## config.mk

```make
export PLATFORM = sky130hd
export DESIGN_NAME = stick_calibration_radius_table
export DESIGN_NICKNAME = d
export VERILOG_FILES = /design/src/rtl/scr_pkg.sv /design/src/rtl/scr_cordic.sv /design/src/rtl/scr_mul.sv /design/src/rtl/scr_div.sv /design/src/rtl/stick_calibration_radius_table.sv
export VERILOG_INCLUDE_DIRS = /design/src /design/src/rtl
export SDC_FILE = /design/constraint.sdc
export NUM_CORES = 2
export LEC_CHECK = 0
export BUFFER_PORTS_ARGS = -buffer_cell sky130_fd_sc_hd__buf_2
export CAP_MARGIN = 0
export CORE_MARGIN = 8
export CORE_UTILIZATION = 50
export CTS_CLUSTER_DIAMETER = 80
export DETAILED_ROUTE_END_ITERATION = 12
export GPL_TIMING_DRIVEN = 0
export PLACE_DENSITY = 0.66
export RECOVER_POWER = 50
export SYNTH_ARGS = -nofsm -noshare
export SYNTH_HDL_FRONTEND = slang
export SYNTH_HIERARCHICAL = 1
export SYNTH_SLANG_ARGS = --single-unit
export TNS_END_PERCENT = 20
```

## constraint.sdc

```tcl
create_clock -name clk -period 20.7 [get_ports clk]
set_input_delay 5.175 -clock clk [delete_from_list [all_inputs] [get_ports clk]]
set_output_delay 5.175 -clock clk [all_outputs]
set_load 0.01 [all_outputs]
```

## src/rtl/stick_calibration_radius_table_assert.svh

```systemverilog
// -----------------------------------------------------------------------------
// Stick calibration radius table assertion macros
// Concurrent assertion wrappers for the RTL; empty under synthesis.
// -----------------------------------------------------------------------------
`ifndef STICK_CALIBRATION_RADIUS_TABLE_ASSERT_SVH
`define STICK_CALIBRATION_RADIUS_TABLE_ASSERT_SVH
`ifndef SYNTHESIS
`define SCR_ASSERT(label, clk, rst_n, prop, msg) \
    label: assert property (@(posedge clk) disable iff (!rst_n) prop) else $error(msg);
`define SCR_ASSERT_NEXT(label, clk, rst_n, ante, cons, msg) \
    label: assert property (@(posedge clk) disable iff (!rst_n) (ante) |=> (cons)) \
        else $error(msg);
`else
`define SCR_ASSERT(label, clk, rst_n, prop, msg)
`define SCR_ASSERT_NEXT(label, clk, rst_n, ante, cons, msg)
`endif
`endif

```

## src/rtl/scr_pkg.sv

```systemverilog
// -----------------------------------------------------------------------------
// Stick calibration radius table package
// Widths, constants, codes and the arctangent step table.
// -----------------------------------------------------------------------------
package scr_pkg;

    localparam int TABLE_ENTRIES_DEF = 32;

    localparam int RAD_W  = 15;
    localparam int ANG_W  = 16;
    localparam int CS_W   = 17;
    localparam int PT_W   = 18;
    localparam int MA_W   = 40;
    localparam int MB_W   = 18;
    localparam int PROD_W = 58;
    localparam int DIVN_W = 56;
    localparam int CRD_W  = 34;

    localparam logic [RAD_W-1:0]        RADIUS_MAX   = 15'h7fff;
    localparam logic signed [MA_W-1:0]  DOT_EPS      = 40'sd2684;
    localparam logic signed [MB_W-1:0]  POS_LO_SCALE = 18'sd100000;
    localparam logic signed [MB_W-1:0]  POS_HI_SCALE = 18'sd100001;
    localparam logic signed [CRD_W-1:0] CORDIC_START = 34'sd652032874;

    typedef enum logic [1:0] {
        OP_UPDATE = 2'd0,
        OP_QUERY  = 2'd1,
        OP_WRITE  = 2'd2,
        OP_NOP    = 2'd3
    } op_t;

    typedef enum logic [1:0] {
        PH_ENTRY,
        PH_RAY,
        PH_FIRST,
        PH_SECOND
    } phase_t;

    typedef enum logic [3:0] {
        S_IDLE,
        S_CRD_GO,
        S_CRD_WAIT,
        S_CHORD,
        S_ISECT,
        S_DIV_WAIT,
        S_DONE,
        S_OUT
    } state_t;

    typedef struct packed {
        logic busy;
        logic done;
    } unit_status_t;

    function automatic logic [13:0] atan_step(input logic [3:0] i);
        logic [13:0] v;
        case (i)
            4'd0:    v = 14'd8192;
            4'd1:    v = 14'd4836;
            4'd2:    v = 14'd2555;
            4'd3:    v = 14'd1297;
            4'd4:    v = 14'd651;
            4'd5:    v = 14'd326;
            4'd6:    v = 14'd163;
            4'd7:    v = 14'd81;
            4'd8:    v = 14'd41;
            4'd9:    v = 14'd20;
            4'd10:   v = 14'd10;
            4'd11:   v = 14'd5;
            4'd12:   v = 14'd3;
            4'd13:   v = 14'd1;
            4'd14:   v = 14'd1;
            default: v = 14'd0;
        endcase
        return v;
    endfunction

endpackage

```

## src/rtl/scr_cordic.sv

```systemverilog
// -----------------------------------------------------------------------------
// Stick calibration CORDIC
// Iterative rotation, one step per cycle, giving Q2.14 cosine and sine.
// -----------------------------------------------------------------------------
module scr_cordic
(
    input  logic                                clk,
    input  logic                                rst_n,
    input  logic                                start,
    input  logic [scr_pkg::ANG_W-1:0]           angle,
    output scr_pkg::unit_status_t               status,
    output logic signed [scr_pkg::CS_W-1:0]     cos_val,
    output logic signed [scr_pkg::CS_W-1:0]     sin_val
);

    localparam int CW = scr_pkg::CRD_W;
    localparam int SW = scr_pkg::CS_W;
    localparam logic [CW-1:0] HALF = CW'(1) << 15;

    logic signed [CW-1:0] x_reg, x_next, y_reg, y_next;
    logic signed [15:0]   z_reg, z_next;
    logic [3:0]           step_reg;
    logic [1:0]           quad_reg;
    logic                 busy_reg, done_reg;
    logic signed [CW-1:0] xs, ys, xa, ya;
    logic [CW-1:0]        xr, yr;
    logic signed [SW-1:0] cb, sb;

    always_comb
    begin
        xs = x_reg >>> step_reg;
        ys = y_reg >>> step_reg;
        if (!z_reg[15])
        begin
            x_next = x_reg - ys;
            y_next = y_reg + xs;
            z_next = z_reg - 16'(scr_pkg::atan_step(step_reg));
        end
        else
        begin
            x_next = x_reg + ys;
            y_next = y_reg - xs;
            z_next = z_reg + 16'(scr_pkg::atan_step(step_reg));
        end
    end

    always_ff @(posedge clk or negedge rst_n)
    begin
        if (!rst_n)
        begin
            busy_reg <= 1'b0;
            done_reg <= 1'b0;
            step_reg <= '0;
        end
        else
        begin
            done_reg <= busy_reg && (step_reg == 4'd15);
            if (start)
            begin
                busy_reg <= 1'b1;
                step_reg <= '0;
            end
            else if (busy_reg)
            begin
                step_reg <= step_reg + 4'd1;
                if (step_reg == 4'd15)
                begin
                    busy_reg <= 1'b0;
                end
            end
        end
    end

    always_ff @(posedge clk)
    begin
        if (start)
        begin
            x_reg    <= scr_pkg::CORDIC_START;
            y_reg    <= '0;
            z_reg    <= signed'({2'b00, angle[13:0]});
            quad_reg <= angle[15:14];
        end
        else if (busy_reg)
        begin
            x_reg <= x_next;
            y_reg <= y_next;
            z_reg <= z_next;
        end
    end

    always_comb
    begin
        xa = x_reg[CW-1] ? -x_reg : x_reg;
        ya = y_reg[CW-1] ? -y_reg : y_reg;
        xr = (unsigned'(xa) + HALF) >> 16;
        yr = (unsigned'(ya) + HALF) >> 16;
        cb = x_reg[CW-1] ? -signed'(SW'(xr)) : signed'(SW'(xr));
        sb = y_reg[CW-1] ? -signed'(SW'(yr)) : signed'(SW'(yr));
        case (quad_reg)
            2'd0:
            begin
                cos_val = cb;
                sin_val = sb;
            end
            2'd1:
            begin
                cos_val = -sb;
                sin_val = cb;
            end
            2'd2:
            begin
                cos_val = -cb;
                sin_val = -sb;
            end
            default:
            begin
                cos_val = sb;
                sin_val = -cb;
            end
        endcase
    end

    assign status.busy = busy_reg;
    assign status.done = done_reg;

endmodule

```

## src/rtl/scr_mul.sv

```systemverilog
// -----------------------------------------------------------------------------
// Stick calibration shared multiplier
// Signed multiplier with a registered product, shared by all products.
// -----------------------------------------------------------------------------
module scr_mul
(
    input  logic                                clk,
    input  logic signed [scr_pkg::MA_W-1:0]     a,
    input  logic signed [scr_pkg::MB_W-1:0]     b,
    output logic signed [scr_pkg::PROD_W-1:0]   prod
);

    logic signed [scr_pkg::PROD_W-1:0] prod_reg;

    always_ff @(posedge clk)
    begin
        prod_reg <= scr_pkg::PROD_W'(a) * scr_pkg::PROD_W'(b);
    end

    assign prod = prod_reg;

endmodule

```

## src/rtl/scr_div.sv

```systemverilog
// -----------------------------------------------------------------------------
// Stick calibration divider
// Restoring divider, one quotient bit per cycle, saturating at the radius range.
// -----------------------------------------------------------------------------
module scr_div
(
    input  logic                                clk,
    input  logic                                rst_n,
    input  logic                                start,
    input  logic [scr_pkg::DIVN_W-1:0]          dividend,
    input  logic [scr_pkg::MA_W-1:0]            divisor,
    output scr_pkg::unit_status_t               status,
    output logic [scr_pkg::RAD_W-1:0]           quot
);

    localparam int DW = scr_pkg::DIVN_W;
    localparam int QW = scr_pkg::RAD_W;

    logic [DW-1:0] rem_reg, dvs_reg;
    logic [QW-1:0] q_reg;
    logic [3:0]    k_reg;
    logic          busy_reg, done_reg, sat_reg, ge;

    assign ge = (rem_reg >= dvs_reg);

    always_ff @(posedge clk or negedge rst_n)
    begin
        if (!rst_n)
        begin
            busy_reg <= 1'b0;
            done_reg <= 1'b0;
            k_reg    <= '0;
        end
        else
        begin
            done_reg <= busy_reg && (k_reg == 4'd0);
            if (start)
            begin
                busy_reg <= 1'b1;
                k_reg    <= 4'd15;
            end
            else if (busy_reg)
            begin
                k_reg <= k_reg - 4'd1;
                if (k_reg == 4'd0)
                begin
                    busy_reg <= 1'b0;
                end
            end
        end
    end

    always_ff @(posedge clk)
    begin
        if (start)
        begin
            rem_reg <= dividend;
            dvs_reg <= DW'(divisor) << 15;
            q_reg   <= '0;
            sat_reg <= 1'b0;
        end
        else if (busy_reg)
        begin
            dvs_reg <= dvs_reg >> 1;
            if (k_reg == 4'd15)
            begin
                sat_reg <= ge;
            end
            else
            begin
                q_reg <= {q_reg[QW-2:0], ge};
                if (ge)
                begin
                    rem_reg <= rem_reg - dvs_reg;
                end
            end
        end
    end

    assign quot        = sat_reg ? scr_pkg::RADIUS_MAX : q_reg;
    assign status.busy = busy_reg;
    assign status.done = done_reg;

endmodule

```

## src/rtl/stick_calibration_radius_table.sv

```systemverilog
// -----------------------------------------------------------------------------
// Stick calibration radius table
// Radius per table angle, raised by stick segments, read back by angle query.
// -----------------------------------------------------------------------------
// Channel   Direction  Handshake          Payload
// input     in         in_valid/in_stall  opcode, segment, angle, entry
// output    out        out_valid/out_stall radius, used_fallback
//
// An update walks all table entries; each entry takes a CORDIC launch and run, the
// intersection multiplier steps, the 16-step divider when it runs, and the table update.
// A query takes three CORDIC runs, chord products, one intersection, the divider when
// it runs, and the output load. A write or an unused opcode leaves the block idle.
// Reset clears the table at once through per-entry valid bits.
// A query result waits in the output register while out_stall is high.
// -----------------------------------------------------------------------------
`include "stick_calibration_radius_table_assert.svh"

module stick_calibration_radius_table
#(
    parameter int TABLE_ENTRIES = scr_pkg::TABLE_ENTRIES_DEF
)
(
    input  logic                                clk,
    input  logic                                rst_n,
    input  logic                                in_valid,
    output logic                                in_stall,
    input  logic [1:0]                          opcode,
    input  logic signed [15:0]                  seg_start_x,
    input  logic signed [15:0]                  seg_start_y,
    input  logic signed [15:0]                  seg_end_x,
    input  logic signed [15:0]                  seg_end_y,
    input  logic [15:0]                         query_angle,
    input  logic [4:0]                          entry_index,
    input  logic [14:0]                         entry_value,
    output logic                                out_valid,
    input  logic                                out_stall,
    output logic [14:0]                         radius,
    output logic                                used_fallback
);

    localparam int IDX_W = (TABLE_ENTRIES > 1) ? $clog2(TABLE_ENTRIES) : 1;
    localparam int RW    = scr_pkg::RAD_W;
    localparam int PW    = scr_pkg::PT_W;
    localparam int AW    = scr_pkg::MA_W;
    localparam int BW    = scr_pkg::MB_W;
    localparam int XW    = scr_pkg::PROD_W;
    localparam int SW    = scr_pkg::CS_W;
    localparam int DW    = scr_pkg::DIVN_W;
    localparam logic [IDX_W-1:0] LAST_IDX = IDX_W'(TABLE_ENTRIES - 1);
    localparam logic [XW-1:0]    HALF14   = XW'(1) << 13;

    scr_pkg::state_t state_reg, state_next;
    scr_pkg::phase_t phase_reg;
    logic [3:0]              st_reg;
    logic [IDX_W-1:0]        idx_reg, i1_reg, i2_reg;
    logic [15:0]             qang_reg;
    logic signed [PW-1:0]    p1x_reg, p1y_reg, p2x_reg, p2y_reg;
    logic signed [SW-1:0]    rc_reg, rs_reg;
    logic [RW-1:0]           r1_reg, dist_reg, rd_data_reg;
    logic signed [AW-1:0]    dot_reg, num_reg, cr_reg;
    logic signed [XW-1:0]    tlo_reg;
    logic                    fail_reg, pass_reg;
    logic                    out_valid_reg, out_fb_reg;
    logic [RW-1:0]           out_rad_reg;

    logic [RW-1:0]           mem [TABLE_ENTRIES];
    logic [TABLE_ENTRIES-1:0] valid_reg;
    logic [15:0]             ang_tab [TABLE_ENTRIES];

    logic                    accept, out_load, isect_fail, cr_pos;
    logic signed [PW-1:0]    dx, dy, chord_pt;
    logic [24:0]             qscale;
    logic [IDX_W-1:0]        qi1, wsel;
    logic [8:0]              wi;

    logic                    crd_start, rd_en, div_start, mem_we;
    logic [IDX_W-1:0]        ang_idx, rd_addr, mem_waddr;
    logic [RW-1:0]           mem_wdata;
    logic [15:0]             crd_angle;
    logic signed [AW-1:0]    mul_a;
    logic signed [BW-1:0]    mul_b;
    logic signed [XW-1:0]    prod;
    logic signed [SW-1:0]    crd_c, crd_s;
    scr_pkg::unit_status_t   crd_status, div_status;
    logic [RW-1:0]           div_q;

    for (genvar g = 0; g < TABLE_ENTRIES; g++)
    begin : g_ang
        assign ang_tab[g] = 16'((g * 65536) / TABLE_ENTRIES);
    end

    function automatic logic signed [PW-1:0] round14(input logic signed [XW-1:0] v);
        logic [XW-1:0] m;
        logic [PW-1:0] r;
        m = v[XW-1] ? unsigned'(-v) : unsigned'(v);
        r = PW'((m + HALF14) >> 14);
        return v[XW-1] ? -signed'(r) : signed'(r);
    endfunction

    assign accept   = in_valid && !in_stall;
    assign in_stall = (state_reg != scr_pkg::S_IDLE);
    assign out_load = (state_reg == scr_pkg::S_OUT) && (!out_valid_reg || !out_stall);
    assign dx       = p2x_reg - p1x_reg;
    assign dy       = p2y_reg - p1y_reg;
    assign qscale   = 25'(query_angle) * 25'(TABLE_ENTRIES);
    assign qi1      = qscale[16 +: IDX_W];
    assign wi       = 9'(entry_index);
    assign wsel     = wi[IDX_W-1:0];
    assign chord_pt = round14(prod);
    assign isect_fail = fail_reg || (tlo_reg > prod);
    assign cr_pos   = (cr_reg > 0);

    scr_cordic u_cordic
    (
        .clk     (clk),
        .rst_n   (rst_n),
        .start   (crd_start),
        .angle   (crd_angle),
        .status  (crd_status),
        .cos_val (crd_c),
        .sin_val (crd_s)
    );

    scr_mul u_mul
    (
        .clk  (clk),
        .a    (mul_a),
        .b    (mul_b),
        .prod (prod)
    );

    scr_div u_div
    (
        .clk      (clk),
        .rst_n    (rst_n),
        .start    (div_start),
        .dividend ((DW'(unsigned'(cr_reg)) << 14) + DW'(unsigned'(dot_reg) >> 1)),
        .divisor  (unsigned'(dot_reg)),
        .status   (div_status),
        .quot     (div_q)
    );

    always_comb
    begin
        state_next = state_reg;
        unique case (state_reg)
            scr_pkg::S_IDLE:
            begin
                if (accept && (opcode == scr_pkg::OP_UPDATE || opcode == scr_pkg::OP_QUERY))
                begin
                    state_next = scr_pkg::S_CRD_GO;
                end
            end
            scr_pkg::S_CRD_GO:
            begin
                state_next = scr_pkg::S_CRD_WAIT;
            end
            scr_pkg::S_CRD_WAIT:
            begin
                if (crd_status.done)
                begin
                    unique case (phase_reg)
                        scr_pkg::PH_ENTRY: state_next = scr_pkg::S_ISECT;
                        scr_pkg::PH_RAY:   state_next = scr_pkg::S_CRD_GO;
                        default:           state_next = scr_pkg::S_CHORD;
                    endcase
                end
            end
            scr_pkg::S_CHORD:
            begin
                if (st_reg == 4'd2)
                begin
                    state_next = (phase_reg == scr_pkg::PH_FIRST) ? scr_pkg::S_CRD_GO
                                                                  : scr_pkg::S_ISECT;
                end
            end
            scr_pkg::S_ISECT:
            begin
                if (st_reg == 4'd10)
                begin
                    state_next = (!isect_fail && cr_pos) ? scr_pkg::S_DIV_WAIT
                                                         : scr_pkg::S_DONE;
                end
            end
            scr_pkg::S_DIV_WAIT:
            begin
                if (div_status.done)
                begin
                    state_next = scr_pkg::S_DONE;
                end
            end
            scr_pkg::S_DONE:
            begin
                if (phase_reg != scr_pkg::PH_ENTRY)
                begin
                    state_next = scr_pkg::S_OUT;
                end
                else if (idx_reg == LAST_IDX)
                begin
                    state_next = scr_pkg::S_IDLE;
                end
                else
                begin
                    state_next = scr_pkg::S_CRD_GO;
                end
            end
            scr_pkg::S_OUT:
            begin
                if (out_load)
                begin
                    state_next = scr_pkg::S_IDLE;
                end
            end
            default:
            begin
                state_next = scr_pkg::S_IDLE;
            end
        endcase
    end

    always_comb
    begin
        crd_start = (state_reg == scr_pkg::S_CRD_GO);
        rd_en     = (state_reg == scr_pkg::S_CRD_GO);
        div_start = (state_reg == scr_pkg::S_ISECT) && (st_reg == 4'd10)
                    && !isect_fail && cr_pos;
        unique case (phase_reg)
            scr_pkg::PH_ENTRY: ang_idx = idx_reg;
            scr_pkg::PH_FIRST: ang_idx = i1_reg;
            default:           ang_idx = i2_reg;
        endcase
        rd_addr   = ang_idx;
        crd_angle = (phase_reg == scr_pkg::PH_RAY) ? qang_reg : ang_tab[ang_idx];
        mem_we    = 1'b0;
        mem_waddr = wsel;
        mem_wdata = entry_value;
        if (state_reg == scr_pkg::S_IDLE)
        begin
            mem_we = accept && (opcode == scr_pkg::OP_WRITE)
                     && (32'(entry_index) < TABLE_ENTRIES);
        end
        else if (state_reg == scr_pkg::S_DONE && phase_reg == scr_pkg::PH_ENTRY)
        begin
            mem_we    = pass_reg && (dist_reg > rd_data_reg);
            mem_waddr = idx_reg;
            mem_wdata = dist_reg;
        end
        mul_a = AW'(rc_reg);
        mul_b = dy;
        if (state_reg == scr_pkg::S_CHORD)
        begin
            mul_a = (st_reg == 4'd0) ? AW'(crd_c) : AW'(crd_s);
            mul_b = signed'(BW'(rd_data_reg));
        end
        else
        begin
            case (st_reg)
                4'd1:
                begin
                    mul_a = AW'(rs_reg);
                    mul_b = dx;
                end
                4'd2:
                begin
                    mul_a = AW'(rs_reg);
                    mul_b = p1x_reg;
                end
                4'd3:
                begin
                    mul_a = AW'(rc_reg);
                    mul_b = p1y_reg;
                end
                4'd4:
                begin
                    mul_a = AW'(p1x_reg);
                    mul_b = dy;
                end
                4'd5:
                begin
                    mul_a = AW'(p1y_reg);
                    mul_b = dx;
                end
                4'd8:
                begin
                    mul_a = num_reg;
                    mul_b = scr_pkg::POS_LO_SCALE;
                end
                4'd9:
                begin
                    mul_a = dot_reg;
                    mul_b = scr_pkg::POS_HI_SCALE;
                end
                default:
                begin
                    mul_a = AW'(rc_reg);
                    mul_b = dy;
                end
            endcase
        end
    end

    always_ff @(posedge clk or negedge rst_n)
    begin
        if (!rst_n)
        begin
            state_reg     <= scr_pkg::S_IDLE;
            phase_reg     <= scr_pkg::PH_ENTRY;
            st_reg        <= '0;
            idx_reg       <= '0;
            valid_reg     <= '0;
            out_valid_reg <= 1'b0;
        end
        else
        begin
            state_reg <= state_next;
            if (mem_we)
            begin
                valid_reg[mem_waddr] <= 1'b1;
            end
            if (out_load)
            begin
                out_valid_reg <= 1'b1;
            end
            else if (!out_stall)
            begin
                out_valid_reg <= 1'b0;
            end
            if (state_next != state_reg)
            begin
                st_reg <= '0;
            end
            else
            begin
                st_reg <= st_reg + 4'd1;
            end
            if (accept)
            begin
                idx_reg   <= '0;
                phase_reg <= (opcode == scr_pkg::OP_QUERY) ? scr_pkg::PH_RAY
                                                           : scr_pkg::PH_ENTRY;
            end
            else if (state_reg == scr_pkg::S_CRD_WAIT && crd_status.done
                     && phase_reg == scr_pkg::PH_RAY)
            begin
                phase_reg <= scr_pkg::PH_FIRST;
            end
            else if (state_reg == scr_pkg::S_CHORD && st_reg == 4'd2
                     && phase_reg == scr_pkg::PH_FIRST)
            begin
                phase_reg <= scr_pkg::PH_SECOND;
            end
            else if (state_reg == scr_pkg::S_DONE && phase_reg == scr_pkg::PH_ENTRY)
            begin
                idx_reg <= idx_reg + IDX_W'(1);
            end
        end
    end

    always_ff @(posedge clk)
    begin
        if (mem_we)
        begin
            mem[mem_waddr] <= mem_wdata;
        end
        if (rd_en)
        begin
            rd_data_reg <= valid_reg[rd_addr] ? mem[rd_addr] : '0;
        end
    end

    always_ff @(posedge clk)
    begin
        if (accept)
        begin
            p1x_reg  <= PW'(seg_start_x);
            p1y_reg  <= PW'(seg_start_y);
            p2x_reg  <= PW'(seg_end_x);
            p2y_reg  <= PW'(seg_end_y);
            qang_reg <= query_angle;
            i1_reg   <= qi1;
            i2_reg   <= (qi1 == LAST_IDX) ? '0 : qi1 + IDX_W'(1);
        end
        if (state_reg == scr_pkg::S_CRD_WAIT && crd_status.done
            && (phase_reg == scr_pkg::PH_RAY || phase_reg == scr_pkg::PH_ENTRY))
        begin
            rc_reg <= crd_c;
            rs_reg <= crd_s;
        end
        if (state_reg == scr_pkg::S_CHORD)
        begin
            if (phase_reg == scr_pkg::PH_FIRST)
            begin
                if (st_reg == 4'd1)
                begin
                    p1x_reg <= chord_pt;
                end
                if (st_reg == 4'd2)
                begin
                    p1y_reg <= chord_pt;
                    r1_reg  <= rd_data_reg;
                end
            end
            else
            begin
                if (st_reg == 4'd1)
                begin
                    p2x_reg <= chord_pt;
                end
                if (st_reg == 4'd2)
                begin
                    p2y_reg <= chord_pt;
                end
            end
        end
        if (state_reg == scr_pkg::S_ISECT)
        begin
            case (st_reg)
                4'd1: dot_reg <= AW'(prod);
                4'd2: dot_reg <= dot_reg - AW'(prod);
                4'd3: num_reg <= AW'(prod);
                4'd4: num_reg <= num_reg - AW'(prod);
                4'd5: cr_reg  <= AW'(prod);
                4'd6: cr_reg  <= cr_reg - AW'(prod);
                4'd7:
                begin
                    if (dot_reg < 0)
                    begin
                        dot_reg <= -dot_reg;
                        num_reg <= -num_reg;
                        cr_reg  <= -cr_reg;
                    end
                end
                4'd8: fail_reg <= (dot_reg <= scr_pkg::DOT_EPS);
                4'd9:
                begin
                    tlo_reg  <= prod;
                    fail_reg <= fail_reg || (prod < -XW'(dot_reg));
                end
                4'd10:
                begin
                    pass_reg <= !isect_fail;
                    dist_reg <= '0;
                end
                default:
                begin
                    pass_reg <= pass_reg;
                end
            endcase
        end
        if (state_reg == scr_pkg::S_DIV_WAIT && div_status.done)
        begin
            dist_reg <= div_q;
        end
        if (out_load)
        begin
            out_rad_reg <= pass_reg ? dist_reg : r1_reg;
            out_fb_reg  <= !pass_reg;
        end
    end

    assign out_valid     = out_valid_reg;
    assign radius        = out_rad_reg;
    assign used_fallback = out_fb_reg;

    `SCR_ASSERT(a_crd_start_free, clk, rst_n, crd_start |-> !crd_status.busy, "CORDIC restarted while busy")
    `SCR_ASSERT_NEXT(a_div_to_done, clk, rst_n, div_status.done, state_reg == scr_pkg::S_DONE, "divider result not taken")
    `SCR_ASSERT(a_mem_we_state, clk, rst_n, mem_we |-> (state_reg == scr_pkg::S_IDLE || state_reg == scr_pkg::S_DONE), "table written outside a write or update step")

endmodule
```

Word-level counts from Yosys, hierarchy flattened
Memory sizes are Yosys's and may differ from the RTL's. A register that Yosys moved wholly into a read port is not among the register bits.
Index checks and enable logic that the tools add are counted.
- bits in latches: 0
- bits in registers: 689
- memories kept: 4
- input bits: 106
- bits in writable memories: 480
- memory bits (read-only): 960
- logic and storage cells: 295
- memory list (memory ; words ; bits a word ; read ports ; clocked after memory_dff ; wr ports ; line ; source):
    (name not given) ; 32 ; 16 ; 1 ; 0 ; 0 ; stick_calibration_radius_table.sv:233 ; crd_angle = (phase_reg == scr_pkg::PH_RAY) ? qang_reg : ang_tab[ang_idx];
    mem ; 32 ; 15 ; 1 ; 1 ; 1 ; stick_calibration_radius_table.sv:66 ; logic [RW-1:0] mem [TABLE_ENTRIES];
    (name not given) ; 16 ; 14 ; 1 ; 0 ; 0 ; scr_pkg.sv:57 ; case (i)
    (name not given) ; 16 ; 14 ; 1 ; 0 ; 0 ; scr_pkg.sv:57 ;
- reduce and logical (&&, ||, !) cells: 63
- multiplexer cells: 103
- shift operators: 2
- div/mod/pow operators: 0
- order comparisons: 11
- bitwise gates (word level): 3
- add/subtract/negate cells: 33
- multiply operators: 1
- equal/unequal tests: 33
- operators with widths (kind ; count):
    $pmux W40 S3 ; 3
    $mux W18 ; 18
    $mux W56 ; 4
    $mux W40 ; 5
    $pmux W40 S5 ; 1
    $neg A40 Y40 ; 3
    $sub A40 B40 Y40 ; 3
    $mux W55 ; 2
    $mux W15 ; 7
    $pmux W17 S3 ; 2
    $pmux W18 S5 ; 1
    $add A34 B34 Y34 ; 2
    $mux W34 ; 2
    $neg A17 Y17 ; 4
    $sshr A34 B4 Y34 ; 2
    $sub A34 B34 Y34 ; 2
    $add A33 B16 Y33 const B ; 2
    $mux W33 ; 2
    $neg A33 Y33 ; 2
    $mux W16 ; 4
    $gt A58 B58 Y1 ; 1
    $lt A58 B58 Y1 ; 1
    $mul A40 B18 Y58 ; 1
    $neg A40 Y58 ; 1
    other kinds (57) ; 174

Depth between registers and ports, before layout
- depth in word-level cells: 10
- mapped depth: 55

Hierarchy
Netlist, hierarchy kept.
- modules (own cells, without submodules) (module ; sequential area each (um2) ; instances ; area an instance (um2) ; cells an instance):
    stick_calibration_radius_table ; 25944.9 ; 1 ; 52892.0 ; 4749
    scr_mul ; 1161.1 ; 1 ; 25489.4 ; 2886
    scr_cordic ; 2031.9 ; 1 ; 17967.2 ; 2300
    scr_div ; 3653.5 ; 1 ; 9012.4 ; 1035

Least setup slack after synthesis
OpenSTA, ideal clock, no wires.
- path kind: reg-to-reg
- start: register u_cordic.x_reg[33]
- end: register u_mul.prod_reg (netlist bit u_mul/prod[56])
- setup time: 0.136 ns
- path buffers: 8
- stages on the path, launching flop included: 50
- clock period less this slack: 12.108 ns
- setup slack: 8.592 ns
- arrival time: 11.972 ns
- cell sequence: dfxtp_1 > buf_2 > clkbuf_1 > clkbuf_1 > buf_1 > clkbuf_1 > buf_1 > o21ai_0 > xnor2_1 > ha_1 > clkbuf_1 > xor2_1 > xnor2_1 > inv_1 > ha_1 > mux2_2 > inv_1 > ha_1 > [14 not listed] > fa_1 > fa_1 > inv_1 > fa_1 > fa_1 > fa_1 > fa_1 > inv_1 > ha_1 > and4_1 > a211oi_1 > nand2b_1 > nor2b_1 > o21bai_1 > a21o_1 > a211oi_1 > o41ai_1 > xor2_1
- cells in the longest elaborated chain, start to end: 9
- ends and longest elaborated chain (element ; line ; source):
    from (decl) ; scr_cordic.sv:20 ; logic signed [CW-1:0] x_reg, x_next, y_reg, y_next;
    from (signal assigned) ; scr_cordic.sv:78 ; x_reg <= scr_pkg::CORDIC_START;
    from (signal assigned) ; scr_cordic.sv:85 ; x_reg <= x_next;
    $mux W33 ; scr_cordic.sv:93 ; xa = x_reg[CW-1] ? -x_reg : x_reg;
    $add A33 B16 Y33 ; scr_cordic.sv:95 ; xr = (unsigned'(xa) + HALF) >> 16;
    $neg A17 Y17 ; scr_cordic.sv:97 ; cb = x_reg[CW-1] ? -signed'(SW'(xr)) : signed'(SW'(xr));
    $mux W17 (*) ; scr_cordic.sv:97 ;
    $neg A17 Y17 ; scr_cordic.sv:112 ; cos_val = -cb;
    $pmux W17 S3 (*) ; scr_cordic.sv:99 ; case (quad_reg)
    via crd_c[16] ; stick_calibration_radius_table.sv:83 ; logic signed [SW-1:0] crd_c, crd_s;
    $mux W40 (*) ; stick_calibration_radius_table.sv:252 ; mul_a = (st_reg == 4'd0) ? AW'(crd_c) : AW'(crd_s);
    $mux W40 (*) ; stick_calibration_radius_table.sv:250 ; if (state_reg == scr_pkg::S_CHORD)
    via mul_a[39] ; stick_calibration_radius_table.sv:80 ; logic signed [AW-1:0] mul_a;
    $mul A40 B18 Y58 (*) ; scr_mul.sv:17 ; prod_reg <= scr_pkg::PROD_W'(a) * scr_pkg::PROD_W'(b);
    to (signal assigned) ; scr_mul.sv:17 ;
    to (decl) ; scr_mul.sv:13 ; logic signed [scr_pkg::PROD_W-1:0] prod_reg;
The timed path passes the listed nets; every way through them passes the cells marked *.
A chain may end at the register's enable or synchronous reset.

Worst setup path after layout
- start: register u_cordic.y_reg[33]
- end: register u_mul.prod_reg (netlist bit u_mul/prod[51])
- cells in the longest elaborated chain, start to end: 9
- ends and longest elaborated chain (element ; line ; source):
    from (decl) ; scr_cordic.sv:20 ;
    from (signal assigned) ; scr_cordic.sv:86 ; y_reg <= y_next;
    $mux W33 ; scr_cordic.sv:94 ; ya = y_reg[CW-1] ? -y_reg : y_reg;
    $add A33 B16 Y33 ; scr_cordic.sv:96 ; yr = (unsigned'(ya) + HALF) >> 16;
    $neg A17 Y17 ; scr_cordic.sv:98 ; sb = y_reg[CW-1] ? -signed'(SW'(yr)) : signed'(SW'(yr));
    $mux W17 (*) ; scr_cordic.sv:98 ;
    $neg A17 Y17 ; scr_cordic.sv:107 ; cos_val = -sb;
    $pmux W17 S3 (*) ; scr_cordic.sv:99 ;
    via crd_c[16] ; stick_calibration_radius_table.sv:83 ;
    $mux W40 (*) ; stick_calibration_radius_table.sv:252 ;
    $mux W40 (*) ; stick_calibration_radius_table.sv:250 ;
    via mul_a[23] ; stick_calibration_radius_table.sv:80 ;
    $mul A40 B18 Y58 (*) ; scr_mul.sv:17 ;
Marked as above.

==> flow_metrics.py <==
metrics = {
    "grt": {
        "grt_pass1_vias": 88260,
        "grt_use_total_pct": 34.64,
        "grt-ovfl-total": 0,
        "grt_start_max_net_pins": 51,
        "antenna_found_initial": 26,
        "grt_pass1_wl_um": 586100,
    },
    "timing": {
        "slew_headroom_pct": -111.4,
        "fmax_mhz": 56.09,
        "slew_viol_final": 304,
        "worstMarginPinSlew_ps": 3171,
        "clock-skew-final_ps": 58.96,
        "min_period_over_period_pct": 86.12,
        "hold_violations": 0,
        "tns_ps": 0,
        "post-route-min-period_ps": 17830,
        "rsz0062_at_grt": "false",
        "setup_viol": 0,
        "timing.hold.ws_ps": 456.8,
    },
    "outcome": {
        "violations": "max-capacitance violations, max-slew violations",
        "status": "complete, but fails checks",
    },
    "final_layout": {
        "nets": 12690,
        "n_fill_cell": 18720,
        "fin_cells": 14210,
        "largest_reg_flops": 480,
        "ff_latch_area_um2": 32790,
        "syn_to_final_growth_pct": 9.366,
        "final_layout_size_suffix_gt1_share_pct": 8.167,
        "multi_input_area_um2": 66070,
        "final_util_pct": 54.98,
    },
    "clock_tree": {
        "ctsHoldBuffers": 0,
        "insertion_delay_ps": 840,
        "ctsResizeCount": 0,
        "cts_buffers": 142,
        "cts.clk_slew.worst_paths_ps": 60,
        "cts_setup_buffers": 0,
        "cts_tree": "yes",
        "root_buffer": "clkbuf_16",
        "clock-sinks": 1179,
        "clockBufferDepth": 3,
        "h-tree-depth": 4,
    },
    "die": {
        "row_count": 168,
        "ios": 124,
        "start_util_pct": 50.27,
        "coreArea_um2": 209600,
        "die_h_um": 475.0,
        "die_w_um": 475.0,
        "die-area_um2": 225600,
    },
    "worst_hold_path": {
        "hp-start": "u_div/q_reg[14]",
        "min_path_cells": 2,
        "hold_class": "flop to flop",
        "worstHoldEndpoint": "u_div/q_reg[14]",
    },
    "synth": {
        "ys_warn_count": 6,
        "avgSynthCellArea_um2": 9.605,
        "syn_inst": 10970,
        "netlist_area_um2": 105300,
    },
    "detailed_routing": {
        "num_vias": 90550,
        "drtIter0Drc": 10980,
        "vias_per_cell": 6.372,
        "firstDrtPassIters": 10,
        "drc": 0,
        "ant_nets": 0,
        "routed_wl_um": 400600,
        "wl_per_cell_um": 28.19,
    },
    "placement": {
        "gp_congestion": 1.078,
        "hpwl_um": 316500,
        "dpl.cell_count": 13940,
        "port_buffers": 123,
    },
    "job": {
        "maxCapViolations": 13,
    },
    "setup_path": {
        "startpoint_type": "flop",
        "r2r_end": "u_mul/prod[51]",
        "crit_top_cell": "clkbuf_1",
        "path_max_fanout": 10,
        "critPathKind": "flop to flop",
        "slowest_stage": "clkbuf_1",
        "r2r_slack_ps": 2870,
        "end_kind": "flop",
        "crit_required_ps": 21410,
        "crit_arrival_ps": 18540,
        "slowest_delay_ps": 770,
        "worstRegToRegCells": 54,
        "r2r_start": "u_cordic/y_reg[33]",
    },
}
-- cell type report --
cell class                      instances  area share, %
Inverter                             1130          3.682
Clock buffer                          177          3.278
Clock inverter                         86          1.098
Buffer                                604          2.058
Sequential cell                      1179          28.46
Tap cell                             2805          3.046
Multi-Input combinational cell       8056          57.34
Antenna cell                            7        0.01520
Timing Repair Buffer                  168          1.018
-- layer usage --
metal  track usage, %  vias up  wire, um
met5                0        -        82
met4            18.83       12     26710
met3            8.416     1073     45140
met2            52.12     5286    172000
met1            46.21    44900    156700
li1                 -    39280         -
-- placed cells by master, fill, tap and decap left out, types with 161 or more instances in the layout --
cell and instances:
clkbuf_1 577, edfxtp_1 888, nor3_1 161, xnor2_1 399, ha_1 610, mux4_2 217, inv_1 1123, and2_1 266
a21o_1 203, o21ai_0 454, nand3_1 166, dfxtp_1 231, fa_1 691, nor2_1 577, a21oi_1 534, nand2_1 1413
xor2_1 245
-- critical path, delay by kind of cell (launching register included) --
| family | cells | cell delay (ps) |
|---|---|---|
| AO/OA/AOI/OAI | 14 | 4160 |
| XOR/XNOR | 5 | 1310 |
| adder cells (fa/ha/maj) | 9 | 4130 |
| buffers and inverters | 16 | 5560 |
| flip-flops | 1 | 310 |
| AND/OR/NAND/NOR | 10 | 2240 |
-- worst max-delay path by stage --
| stage | startpoint | endpoint | depth (start not counted) |
|---|---|---|---|
| after global placement | u_cordic/y_reg[33] | u_mul/prod[51] | 54 |
| after global routing | u_cordic/y_reg[33] | u_mul/prod[55] | 54 |
| after floorplan | u_cordic/x_reg[33] | u_mul/prod[56] | 49 |
| after CTS | u_cordic/y_reg[33] | u_mul/prod[51] | 54 |
| after detailed placement | u_cordic/y_reg[33] | u_mul/prod[51] | 54 |
| final | u_cordic/y_reg[33] | u_mul/prod[51] | 54 |
-- metrics by stage --
stage | area [um^2] | setup WS (ps)
5_1_grt | 115200 | 2356
3_5_place_dp | 110400 | 3545
2_1_floorplan | 105400 | 8592
4_1_cts | 115400 | 3490
3_3_place_gp | 109500 | 3624
6_report | 115200 | 2872
Power is left out: the tool's default activity adds up to more than one toggle a clock period on the data nets, which glitch-free logic cannot reach.
